## src/rtl/wspc_pkg.sv

```systemverilog
`timescale 1ns / 1ps

package wspc_pkg;

    // Window geometry.
    localparam int WINDOW_DEPTH = 16;
    localparam int PTR_W        = 4;
    localparam int CNT_W        = 5;

    // Shared divider geometry and the two iteration counts it runs with.
    localparam int DIV_NUM_W   = 37;
    localparam int DIV_DEN_W   = 32;
    localparam int DIV_ITER_W  = 6;
    localparam logic [DIV_ITER_W-1:0] SLOPE_ITERS = 6'd33;
    localparam logic [DIV_ITER_W-1:0] MEAN_ITERS  = 6'd37;

    // Configuration register indexes.
    typedef enum logic [2:0] {
        REG_TARGET  = 3'd0,
        REG_KP      = 3'd1,
        REG_KI      = 3'd2,
        REG_KD      = 3'd3,
        REG_WINDOW  = 3'd4
    } cfg_reg_t;

    // Input operation codes.
    localparam logic OP_FEED  = 1'b0;
    localparam logic OP_CLEAR = 1'b1;

    // Sequencer states.
    typedef enum logic [4:0] {
        S_IDLE,
        S_CLR,
        S_PI,
        S_PP,
        S_IH,
        S_IL,
        S_IC,
        S_FETCH0,
        S_BASE,
        S_FETCH,
        S_SLOPE,
        S_DIV,
        S_MEAN,
        S_MDIV,
        S_KDL,
        S_KDH,
        S_KDH2,
        S_FIN
    } state_t;

    // Divider request.
    typedef struct packed {
        logic                  start;
        logic [DIV_ITER_W-1:0] iters;
    } div_req_t;

endpackage

```

## src/rtl/wspc_div.sv

```systemverilog
`timescale 1ns / 1ps

module wspc_div (
    input  logic                          aclk,
    input  logic                          aresetn,
    input  wspc_pkg::div_req_t            req,
    input  logic [wspc_pkg::DIV_NUM_W-1:0] num,
    input  logic [wspc_pkg::DIV_DEN_W-1:0] den,
    output logic                          done,
    output logic [wspc_pkg::DIV_NUM_W-1:0] quo
);
    import wspc_pkg::*;

    logic                  busy_reg;
    logic [DIV_ITER_W-1:0] cnt_reg;
    logic [DIV_NUM_W-1:0]  num_reg;
    logic [DIV_DEN_W-1:0]  den_reg;
    logic [DIV_DEN_W-1:0]  rem_reg;
    logic [DIV_NUM_W-1:0]  quo_reg;
    logic                  done_reg;

    logic [DIV_DEN_W:0] trial;
    logic [DIV_DEN_W:0] diff;
    logic               ge;

    // One restoring step per cycle, numerator bits from the top.
    assign trial = {rem_reg, num_reg[DIV_NUM_W-1]};
    assign diff  = trial - {1'b0, den_reg};
    assign ge    = trial >= {1'b0, den_reg};

    always_ff @(posedge aclk) begin
        if (!aresetn) begin
            busy_reg <= 1'b0;
            done_reg <= 1'b0;
            cnt_reg  <= '0;
        end else begin
            done_reg <= 1'b0;
            if (req.start) begin
                busy_reg <= 1'b1;
                cnt_reg  <= req.iters;
            end else if (busy_reg) begin
                cnt_reg <= cnt_reg - 1'b1;
                if (cnt_reg == DIV_ITER_W'(1)) begin
                    busy_reg <= 1'b0;
                    done_reg <= 1'b1;
                end
            end
        end
    end

    // Datapath registers carry no reset.
    always_ff @(posedge aclk) begin
        if (req.start) begin
            num_reg <= num;
            den_reg <= den;
            rem_reg <= '0;
            quo_reg <= '0;
        end else if (busy_reg) begin
            num_reg <= {num_reg[DIV_NUM_W-2:0], 1'b0};
            rem_reg <= ge ? diff[DIV_DEN_W-1:0] : trial[DIV_DEN_W-1:0];
            quo_reg <= {quo_reg[DIV_NUM_W-2:0], ge};
        end
    end

    assign done = done_reg;
    assign quo  = quo_reg;

endmodule

```

## config.mk

```make
export PLATFORM = sky130hd
export DESIGN_NAME = wspc_div
export DESIGN_NICKNAME = d
export VERILOG_FILES = /design/src/rtl/wspc_pkg.sv /design/src/rtl/wspc_div.sv
export SDC_FILE = /design/constraint.sdc
export NUM_CORES = 1
export LEC_CHECK = 0
export BUFFER_PORTS_ARGS = -buffer_cell sky130_fd_sc_hd__clkbuf_2
export CAP_MARGIN = 20
export CORE_MARGIN = 2
export CORE_UTILIZATION = 24
export CTS_CLUSTER_DIAMETER = 150
export DETAILED_ROUTE_END_ITERATION = 7
export PLACE_DENSITY = 0.49
export SYNTH_ARGS = -nofsm -noshare
export SYNTH_HDL_FRONTEND = slang
export SYNTH_SLANG_ARGS = --single-unit
```

## constraint.sdc

```tcl
create_clock -name aclk -period 4.71 [get_ports aclk]
set_input_delay 0.7065 -clock aclk [delete_from_list [all_inputs] [get_ports aclk]]
set_output_delay 0.7065 -clock aclk [all_outputs]
set_load 0.02 [all_outputs]
```

Yosys cells after proc, flatten, opt, wreduce, memory -nomap -nowiden:

Index checks and enable logic that the tools add are counted.

* register bits after elaboration: 146
* output and inout port bits: 38
* word-level logic and storage cells: 24

* add/sub/neg operators: 2
* muxes and demuxes: 9
* bitwise operators: 2
* $lt $le $gt $ge: 1
* reductions and logical operators: 2
* equality and inequality tests: 1

Operators by type and width (count)
* $mux W37: 2
* $ge A33 B32 Y1: 1
* $mux W32: 1
* $sub A32 B32 Y32: 1
* $mux W6: 2
* $eq A6 B1 Y1 const B: 1
* $sub A6 B1 Y6 const B: 1
* $mux W1: 4
* $reduce_or A3 Y1: 1
* $not A1 Y1: 2
* $reduce_bool A2 Y1: 1

Depth between registers and ports, before layout:

Gate-level depths: netlist (run 1).

* depth in word-level cells: 4
* gate-level depth with buffers: 13
* mapped depth without buffers: 12

Worst setup path after synthesis (run 1):

No wires, ideal clock.

* path type: register to register
* start: register den_reg[23]
* end: register rem_reg[30]
* cell stages (with the launch flop): 13
* data required time: 4590 ps
* setup slack: 2256 ps
* arrival time: 2335 ps
* library setup time: 120 ps
* cells stage by stage: edfxtp_1 -> inv_1 -> ha_1 -> clkbuf_1 -> a21o_1 -> a211oi_1 -> and3_1 -> a21o_1 -> a21oi_1 -> a221oi_1 -> xor2_1 -> nor4_1 -> a211o_1

* word-level cells in the longest chain between the ends: 2
* elaborated cells between the ends (all ways): 3
* classes of those cells: add/sub (1); order compare (1); mux (1)

Ends and longest elaborated chain
* start: declaration: RTL line wspc_div.sv:17 `logic [DIV_DEN_W-1:0] den_reg;`
* start signal: assignment: RTL line wspc_div.sv:55 `den_reg <= den;`
* $sub A32 B32 Y32 / $ge A33 B32 Y1 (equally long branches): RTL line wspc_div.sv:28, wspc_div.sv:29
* $mux W32 *: RTL line wspc_div.sv:60 `rem_reg <= ge ? diff[DIV_DEN_W-1:0] : trial[DIV_DEN_W-1:0];`
* end signal: assignment: RTL line wspc_div.sv:60
* end: declaration: RTL line wspc_div.sv:18 `logic [DIV_DEN_W-1:0] rem_reg;`

Every way passes the cells marked *; elsewhere a longest branch is shown, timed or not.
A chain may end at the register's enable or synchronous reset.

Final worst setup path (run 1):

* start: register rem_reg[2]
* end: register rem_reg[20]

* word-level cells in the longest chain between the ends: 2
* elaborated cells between the ends (all ways): 3
* classes of those cells: add/sub (1); order compare (1); mux (1)

Ends and longest elaborated chain (RTL line)
* $sub A32 B32 Y32 / $ge A33 B32 Y1 (equally long branches): wspc_div.sv:28, wspc_div.sv:29
* $mux W32 *: wspc_div.sv:60

Marks and branches as above.

==> results_tabular.tex, run 1 <==
\begin{tabular}{lr}
\hline
Metric & Value \\
\hline
\multicolumn{2}{l}{\textbf{Status}} \\
\quad Run status & complete, no violations \\
\multicolumn{2}{l}{\textbf{Detailed routing}} \\
\quad DRC marker count from the first detailed-route iteration & 314 \\
\quad DRC errors left & 0 \\
\quad Average wire per cell in the routed design & 15.3 um \\
\quad Antenna-violating nets left & 0 \\
\quad First-pass detailed-route iteration total & 4 \\
\quad Total routed wirelength & 19300 um \\
\quad Via density & 4.61 \\
\quad Total via count in the routed design & 5831 \\
\multicolumn{2}{l}{\textbf{Critical path}} \\
\quad Buffers \& Inverters on Critical Path & 0 \\
\quad Critical path data required time & 5.02 ns \\
\quad Data arrival time of the critical path & 3.59 ns \\
\quad Crit. End Element & register \\
\quad Worst path max stage delay & 0.75 ns \\
\quad Library cell contributing the largest single delay on the critical path & sky130\_fd\_sc\_hd\_\_o21ai\_4 \\
\quad Kind of cell adding the most delay to the critical path & compound AO/OA/AOI/OAI gates \\
\quad Worst path cell trace & ha\_1 > nand3\_1 > o21bai\_1 > and3\_1 > o311ai\_2 > a21oi\_2 > o21a\_4 > o21ai\_4 > a211oi\_1 > a221o\_1 \\
\quad Startpoint kind of the worst setup timing path & register \\
\quad Flop2flop setup slack & 1.43 ns \\
\quad Maximum fanout along the worst path & 32 \\
\quad Type of the setup path with the least slack & register to register \\
\multicolumn{2}{l}{\textbf{Floorplanning}} \\
\quad Horizontal die dimension & 182 um \\
\quad Count of standard-cell rows & 65 \\
\quad Starting Density & 0.242 \\
\quad Area of the placeable core & 31300 um2 \\
\quad Top-level port count & 116 \\
\quad Total Die Area & 33000 um2 \\
\quad Height of the chip & 182 um \\
\multicolumn{2}{l}{\textbf{Global route}} \\
\quad Number of antenna violations at the first check in global routing & 0 \\
\quad Most crowded layer after global routing & met2 \\
\quad Global routing met1 resource utilization & 0.155 \\
\quad Met3 capacity usage during global routing & 0.0391 \\
\quad Total global-route track usage & 0.121 \\
\quad Met2 GRT Util & 0.195 \\
\quad Congestion Overflow GR & 0 \\
\quad Largest net degree at the start of global routing & 58 \\
\quad Global-route wire length before repair & 31800 um \\
\quad Via count of the first global-routing pass & 5976 \\
\multicolumn{2}{l}{\textbf{Synthesis}} \\
\quad Total of flip-flops plus latches after synthesis & 146 \\
\quad Number of enable flip-flop cells after synthesis & 69 \\
\quad Average size of a mapped cell & 10.1 um2 \\
\quad Post-synth ARST share & 0 \\
\quad Number of warning messages in the yosys log & 0 \\
\quad Post-synthesis net count & 866 \\
\quad Sequential fraction of the synthesis area & 0.476 \\
\quad Synth unique cells & 59 \\
\quad Cell count after synthesis & 753 \\
\quad Main synth FF type & sky130\_fd\_sc\_hd\_\_dfxtp\_1 \\
\quad Post-synthesis instance area & 7580 um2 \\
\multicolumn{2}{l}{\textbf{Power and ir drop}} \\
\quad Power density relative to cell area & 370 nW/um2 \\
\quad Maximum ir drop on the vdd rail & 245 uV \\
\quad Leakage component of the power & 0.00370 uW \\
\multicolumn{2}{l}{\textbf{Run}} \\
\quad Max-capacitance violation count & 0 \\
\multicolumn{2}{l}{\textbf{Timing}} \\
\quad Final period demand of the worst path & 3.28 ns \\
\quad RSZ-0062 raised after global routing & no \\
\quad Slew margin rel. & 0.260 \\
\quad Final critical-path share of the clock period & 0.697 \\
\quad Largest clock skew in the final design & 0.0165 ns \\
\quad Achievable frequency & 305 MHz \\
\quad Final setup fails & 0 \\
\quad Final number of max-transition violations & 0 \\
\quad Final hold violations & 0 \\
\quad Transition time at the pin with the least slew margin & 1.10 ns \\
\quad Setup TNS & 0 ns \\
\multicolumn{2}{l}{\textbf{Cells and area}} \\
\quad Area added between synthesis and finish & 20.3\% \\
\quad Number of fill cells & 3295 \\
\quad Finished Core Util & 0.291 \\
\quad Commonest cells after routing, fill and taps aside & sky130\_fd\_sc\_hd\_\_clkbuf\_2, sky130\_fd\_sc\_hd\_\_nor2\_1, sky130\_fd\_sc\_hd\_\_dfxtp\_1, sky130\_fd\_sc\_hd\_\_edfxtp\_1, sky130\_fd\_sc\_hd\_\_a21oi\_1 \\
\quad Number of nets in the layout & 963 \\
\quad Number of antenna cells inserted & 0 \\
\quad Most common cell after layout, fill and taps aside & sky130\_fd\_sc\_hd\_\_clkbuf\_2 \\
\quad Proportion of layout cells with a drive suffix above 1 & 0.232 \\
\multicolumn{2}{l}{\textbf{Clock network}} \\
\quad CTS Sinks & 146 \\
\quad CTS tree & done \\
\quad Worst-Skew Late Latency & 0.43 ns \\
\quad Longest Clk Path Bufs & 2 \\
\quad H-Tree Depth & 4 \\
\quad Clock slew seen by the registers of the worst setup and hold paths & 0.07 ns \\
\quad \# Post-CTS Setup Buffers & 0 \\
\quad Num CTS Buffers & 17 \\
\quad Hold buffer count at cts & 0 \\
\quad Cell at the root of the clock tree & sky130\_fd\_sc\_hd\_\_clkbuf\_16 \\
\quad CTS resizes & 0 \\
\multicolumn{2}{l}{\textbf{Placed design}} \\
\quad Number of buffers inserted by port buffering & 115 \\
\quad Final GP Congestion & 0.800 \\
\quad Detailed Place HPWL & 13200 um \\
\multicolumn{2}{l}{\textbf{Hold path}} \\
\quad Type of the tightest min-delay check & input pin to register \\
\hline
\end{tabular}
-- where the power goes --
| group | leakage (uW) | switching, uW | internal, uW |
|---|---|---|---|
| clock network | 0.000280 | 577 | 816 |
| registers | 0.00131 | 42.9 | 1420 |
| logic | 0.00211 | 309 | 208 |
| total | 0.00370 | 929 | 2440 |
-- synthesized netlist by cell type (3+ instances only) --
cell type	number	area share
sky130_fd_sc_hd__clkbuf_1	28	0.014
sky130_fd_sc_hd__nand4_1	17	0.014
sky130_fd_sc_hd__o21ai_0	22	0.015
sky130_fd_sc_hd__nor2b_1	3	0.0025
sky130_fd_sc_hd__nand2b_1	4	0.0033
sky130_fd_sc_hd__nor4_1	3	0.0025
sky130_fd_sc_hd__mux2_2	36	0.053
sky130_fd_sc_hd__a221o_1	8	0.011
sky130_fd_sc_hd__xor2_1	13	0.015
sky130_fd_sc_hd__buf_1	6	0.0030
sky130_fd_sc_hd__xnor2_1	19	0.022
sky130_fd_sc_hd__nand3b_1	7	0.0069
sky130_fd_sc_hd__nor3_1	10	0.0066
sky130_fd_sc_hd__o21a_1	5	0.0050
sky130_fd_sc_hd__o21bai_1	4	0.0040
sky130_fd_sc_hd__a21oi_1	50	0.033
sky130_fd_sc_hd__a211oi_1	13	0.013
sky130_fd_sc_hd__ha_1	34	0.056
sky130_fd_sc_hd__nand3_1	13	0.0086
sky130_fd_sc_hd__nand2_1	49	0.024
sky130_fd_sc_hd__nor2_1	95	0.047
sky130_fd_sc_hd__o311a_1	4	0.0053
sky130_fd_sc_hd__a311oi_1	10	0.012
sky130_fd_sc_hd__o211ai_1	11	0.011
sky130_fd_sc_hd__a31oi_1	3	0.0025
sky130_fd_sc_hd__mux2i_1	38	0.050
sky130_fd_sc_hd__inv_1	43	0.021
sky130_fd_sc_hd__o31ai_1	5	0.0050
sky130_fd_sc_hd__edfxtp_1	69	0.27
sky130_fd_sc_hd__buf_2	5	0.0033
sky130_fd_sc_hd__dfxtp_1	77	0.20
sky130_fd_sc_hd__and3_1	4	0.0033
sky130_fd_sc_hd__buf_6	3	0.0045
sky130_fd_sc_hd__a21o_1	10	0.0099
-- kinds of logic after synthesis --
logic type | count (synthesis) | share of synthesized area
mux | 74 | 0.104
fa+ha+maj | 35 | 0.0587
simple gates | 216 | 0.130
xor+xnor | 32 | 0.0370
buf+inv | 88 | 0.0477
flops | 146 | 0.476
compound gates | 162 | 0.147
-- cell type report --
type	count	area [um2]	area share
multi-input cells	519	3620	0.396
inverters	44	165	0.0181
well taps	402	503	0.0551
repair buffers	122	631	0.0691
flip-flops and latches	146	3620	0.397
clock buffers	21	462	0.0506
clock inverters	11	128	0.0140
-- final timing paths --
path,from,to,depth (start not counted)
worst max-delay path,rem_reg[2],rem_reg[20],10
worst min-delay path,den[8],den_reg[8],1
worst max register to register,rem_reg[2],rem_reg[20],10
worst min register to register,rem_reg[9],rem_reg[9],2
-- routing by layer --
layer / vias to the layer above / routed length, um / part of all wire
met2: 104 / 8660 / 0.45
met3: 20 / 1080 / 0.056
li1: 2912 / - / -
met4: 0 / 289 / 0.015
met5: - / 0 / 0
met1: 2795 / 9280 / 0.48
-- through the flow --
stage / power (uW) / cell area [um2] / setup slack [ns] / hold slack [ns] / cells
after detailed placement: 2010 / 8530 / 1.42 / 0.471 / 1233
final: 3370 / 9120 / 1.43 / 0.442 / 1265
after global routing: 3540 / 9120 / 1.15 / 0.418 / 1265
after floorplan: 1860 / 7580 / 2.26 / 0.445 / 753
after CTS: 3430 / 9120 / 1.41 / 0.407 / 1265
after global placement: 2010 / 8530 / 1.46 / 0.470 / 1233
-- worst register-to-register path, delay by kind of cell, from the launching register on --
family	cells	cell delay [ns]
adder cells (fa/ha/maj)	1	0.39
AND/OR/NAND/NOR	2	0.36
flip-flops	1	0.34
AO/OA/AOI/OAI	7	2.07
(Power assumes the default switching activity.)
==> inputs of run 2 (changes only) <==
--- a/config.mk
+++ b/config.mk
@@ -11,7 +11,7 @@
 export CORE_UTILIZATION = 24
 export CTS_CLUSTER_DIAMETER = 150
 export DETAILED_ROUTE_END_ITERATION = 7
-export PLACE_DENSITY = 0.49
+export PLACE_DENSITY = 0.51
 export SYNTH_ARGS = -nofsm -noshare
 export SYNTH_HDL_FRONTEND = slang
 export SYNTH_SLANG_ARGS = --single-unit
==> constraint.sdc (replaced) <==
create_clock -name aclk -period 3 [get_ports aclk]
set_input_delay 0.45 -clock aclk [delete_from_list [all_inputs] [get_ports aclk]]
set_output_delay 0.45 -clock aclk [all_outputs]
set_load 0.02 [all_outputs]
==> run 2 against run 1 <==
  * Maximum frequency grew 18%
  * Count of clock-buffer cells in the layout shrank 1
  * Via count shrank 0.41%
  * Global-route usage down 0.19 points
  * Hold slack worse by 0.26 ns
  * Final area is 1.1% higher
  * Clock skew fell by 0.0025 ns
  * Routed wire length down 1.3%
  * Critical endpoint unchanged
  * Largest cell class unchanged
==> results_tabular.tex, run 2 (synthesized netlist as in run 1, its figures left out) <==
\begin{tabular}{lr}
\hline
Metric & Value \\
\hline
\multicolumn{2}{l}{\textbf{Status}} \\
\quad Run status & complete, no violations \\
\multicolumn{2}{l}{\textbf{Critical path}} \\
\quad Flop2flop setup slack & 0.21 ns (-1.22 ns) \\
\quad Type of the setup path with the least slack & register to register \\
\quad Data arrival time of the critical path & 3.11 ns (-0.48 ns) \\
\quad Crit. End Element & register \\
\quad R2r worst-path depth & 12 (+2) \\
\quad FF-to-FF Start & den\_reg[1] \\
\quad Critical path data required time & 3.31 ns (-1.71 ns) \\
\quad Capture point of the worst reg-to-reg path & rem\_reg[20] \\
\quad Maximum fanout along the worst path & 13 (-59\%) \\
\quad Startpoint kind of the worst setup timing path & register \\
\multicolumn{2}{l}{\textbf{Floorplanning}} \\
\quad Area of the placeable core & 31300 um2 (unchanged) \\
\quad Horizontal die dimension & 182 um (unchanged) \\
\quad Height of the chip & 182 um (unchanged) \\
\quad Count of standard-cell rows & 65 (unchanged) \\
\quad Top-level port count & 116 (unchanged) \\
\quad Total Die Area & 33000 um2 (unchanged) \\
\quad Starting Density & 0.242 (unchanged) \\
\multicolumn{2}{l}{\textbf{Timing}} \\
\quad Setup slack after layout & 0.208 ns (-1.22 ns) \\
\quad Final number of max-transition violations & 0 (unchanged) \\
\quad Final critical-path share of the clock period & 0.931 (+0.234) \\
\quad RSZ-0062 raised after global routing & no \\
\quad Transition time at the pin with the least slew margin & 0.723 ns (-0.381 ns) \\
\quad Setup TNS & 0 ns (unchanged) \\
\quad Achievable frequency & 358 MHz (+18\%) \\
\quad Final period demand of the worst path & 2.79 ns (-0.489 ns) \\
\quad Largest clock skew in the final design & 0.0141 ns (-0.00249 ns) \\
\quad Final hold violations & 0 (unchanged) \\
\quad Final setup fails & 0 (unchanged) \\
\quad Slew margin rel. & 0.518 (+0.258) \\
\quad Worst hold margin & 0.185 ns (-0.257 ns) \\
\multicolumn{2}{l}{\textbf{Power and ir drop}} \\
\quad Switching component of the power & 1480 uW (+60\%) \\
\quad Design Power & 5250 uW (+56\%) \\
\quad Leakage component of the power & 0.00377 uW (+1.9\%) \\
\quad Pint & 3760 uW (+54\%) \\
\quad Net switching fraction of the power & 0.283 (+0.00755) \\
\quad Power density relative to cell area & 569 nW/um2 (+54\%) \\
\quad Seq pwr share & 0.435 (+0.002) \\
\quad Maximum ir drop on the vdd rail & 329 uV (+34\%) \\
\quad Clock network fraction of total power & 0.403 (-0.010) \\
\quad Combinational share of power & 0.162 (+0.008) \\
\multicolumn{2}{l}{\textbf{Global route}} \\
\quad Largest net degree at the start of global routing & 56 (-3.4\%) \\
\quad Global-route wire length before repair & 31100 um (-2.1\%) \\
\quad Via count of the first global-routing pass & 5863 (-1.9\%) \\
\quad Congestion Overflow GR & 0 (unchanged) \\
\quad Total global-route track usage & 0.119 (-0.00192) \\
\quad Number of antenna violations at the first check in global routing & 0 (unchanged) \\
\multicolumn{2}{l}{\textbf{Clock network}} \\
\quad Longest Clk Path Bufs & 2 (unchanged) \\
\quad H-Tree Depth & 4 (unchanged) \\
\quad Cell at the root of the clock tree & sky130\_fd\_sc\_hd\_\_clkbuf\_16 \\
\quad Num CTS Buffers & 17 (unchanged) \\
\quad CTS tree & done \\
\quad Clock slew seen by the registers of the worst setup and hold paths & 0.07 ns (about the same) \\
\quad \# Post-CTS Setup Buffers & 0 (unchanged) \\
\quad Worst-Skew Late Latency & 0.43 ns (about the same) \\
\quad CTS Sinks & 146 (unchanged) \\
\multicolumn{2}{l}{\textbf{Detailed routing}} \\
\quad Via density & 4.54 (-1.6\%) \\
\quad DRC errors left & 0 (unchanged) \\
\quad DRC marker count from the first detailed-route iteration & 335 (+6.7\%) \\
\quad Total routed wirelength & 19100 um (-1.3\%) \\
\quad Total via count in the routed design & 5807 (-0.41\%) \\
\quad First-pass detailed-route iteration total & 4 (unchanged) \\
\quad Antenna-violating nets left & 0 (unchanged) \\
\quad Average wire per cell in the routed design & 14.9 um (-2.4\%) \\
\multicolumn{2}{l}{\textbf{Cells and area}} \\
\quad Proportion of layout cells with a drive suffix above 1 & 0.245 (+0.0131) \\
\quad Finished Core Util & 0.295 (+0.00332) \\
\quad Number of nets in the layout & 978 (+1.6\%) \\
\quad Number of fill cells & 3298 (+0.091\%) \\
\quad Area taken by multi-input logic gates & 3610 um2 (-0.10\%) \\
\quad Area added between synthesis and finish & 21.6\% \\
\quad Most common cell after layout, fill and taps aside & sky130\_fd\_sc\_hd\_\_clkbuf\_2 \\
\quad Commonest cells after routing, fill and taps aside & sky130\_fd\_sc\_hd\_\_clkbuf\_2, sky130\_fd\_sc\_hd\_\_nor2\_1, sky130\_fd\_sc\_hd\_\_dfxtp\_1, sky130\_fd\_sc\_hd\_\_edfxtp\_1 \\
\quad Number of antenna cells inserted & 0 (unchanged) \\
\quad Area occupied by registers & 3620 um2 (unchanged) \\
\multicolumn{2}{l}{\textbf{Hold path}} \\
\quad HP Start & den[7] \\
\quad Worst hold path endpoint & den\_reg[7] \\
\quad Cell count of the worst hold path & 1 (unchanged) \\
\quad Type of the tightest min-delay check & input pin to register \\
\multicolumn{2}{l}{\textbf{Placed design}} \\
\quad Detailed Place HPWL & 13500 um (+2.4\%) \\
\quad Final GP Congestion & 0.825 (+3.2\%) \\
\quad Pre-CTS setup slack & 0.218 ns (-1.20 ns) \\
\quad Number of buffers inserted by port buffering & 115 (unchanged) \\
\multicolumn{2}{l}{\textbf{Run}} \\
\quad Max-capacitance violation count & 0 (unchanged) \\
\hline
\end{tabular}
[run 2: power by group through the flow]
stage	Combinational (uW)	Clock [uW]	Sequential (uW)
5_1_grt	948	2260	2300
4_1_cts	853	2190	2280
2_1_floorplan	618	0	2300
6_report	849	2120	2280
3_5_place_dp	848	0	2320
3_3_place_gp	850	0	2320
[run 2: area by class of cell]
cell class,count,area share
Inverter,44,0.0179
Tap cell,402,0.0545
Clock buffer,20,0.0484
Clock inverter,12,0.0132
Sequential cell,146,0.392
Multi-Input combinational cell,519,0.392
Timing Repair Buffer,137,0.0823
[run 2: routing by layer]
metal  global-route usage  up-vias  wire, um
li1                     -     2953         -
met1                0.155     2744      9190
met2                0.192       94      8640
met3               0.0351       16      1010
met4               0.0345        0       222
met5                    0        -         0
[run 2: worst max path at each step]
stage	from	to	depth (start not counted)	slack (ns)
after detailed placement	den_reg[1]	rem_reg[20]	12	0.22
after global placement	num_reg[36]	rem_reg[14]	12	0.25
after global routing	den_reg[3]	rem_reg[13]	12	0.01
after CTS	den_reg[1]	rem_reg[20]	12	0.21
final	den_reg[1]	rem_reg[20]	12	0.21
after floorplan	den_reg[23]	rem_reg[30]	12	0.55
[run 2: timing repair]
item / 4_1_cts / 5_1_grt
hold buffers: 0 / 0
gates resized for setup: 0 / 3
endpoints found under the setup margin: 0 / 4
[run 2: critical path, cell delays in order (launching register included)]
cell                       delay (ns)
sky130_fd_sc_hd__edfxtp_1        0.40
sky130_fd_sc_hd__inv_1           0.06
sky130_fd_sc_hd__ha_1            0.33
sky130_fd_sc_hd__nor2b_1         0.16
sky130_fd_sc_hd__o21bai_1        0.17
sky130_fd_sc_hd__and3_1          0.28
sky130_fd_sc_hd__o311ai_2        0.11
sky130_fd_sc_hd__a21oi_2         0.21
sky130_fd_sc_hd__o21a_4          0.19
sky130_fd_sc_hd__o21a_4          0.24
sky130_fd_sc_hd__nor2_4          0.04
sky130_fd_sc_hd__buf_4           0.18
sky130_fd_sc_hd__a221o_1         0.30
[run 2: through the flow]
stage,cells,area [um2]
global route,1280,9230
detailed placement,1248,8650
CTS,1280,9220
finish,1280,9230
floorplan,753,7580
global placement,1248,8650
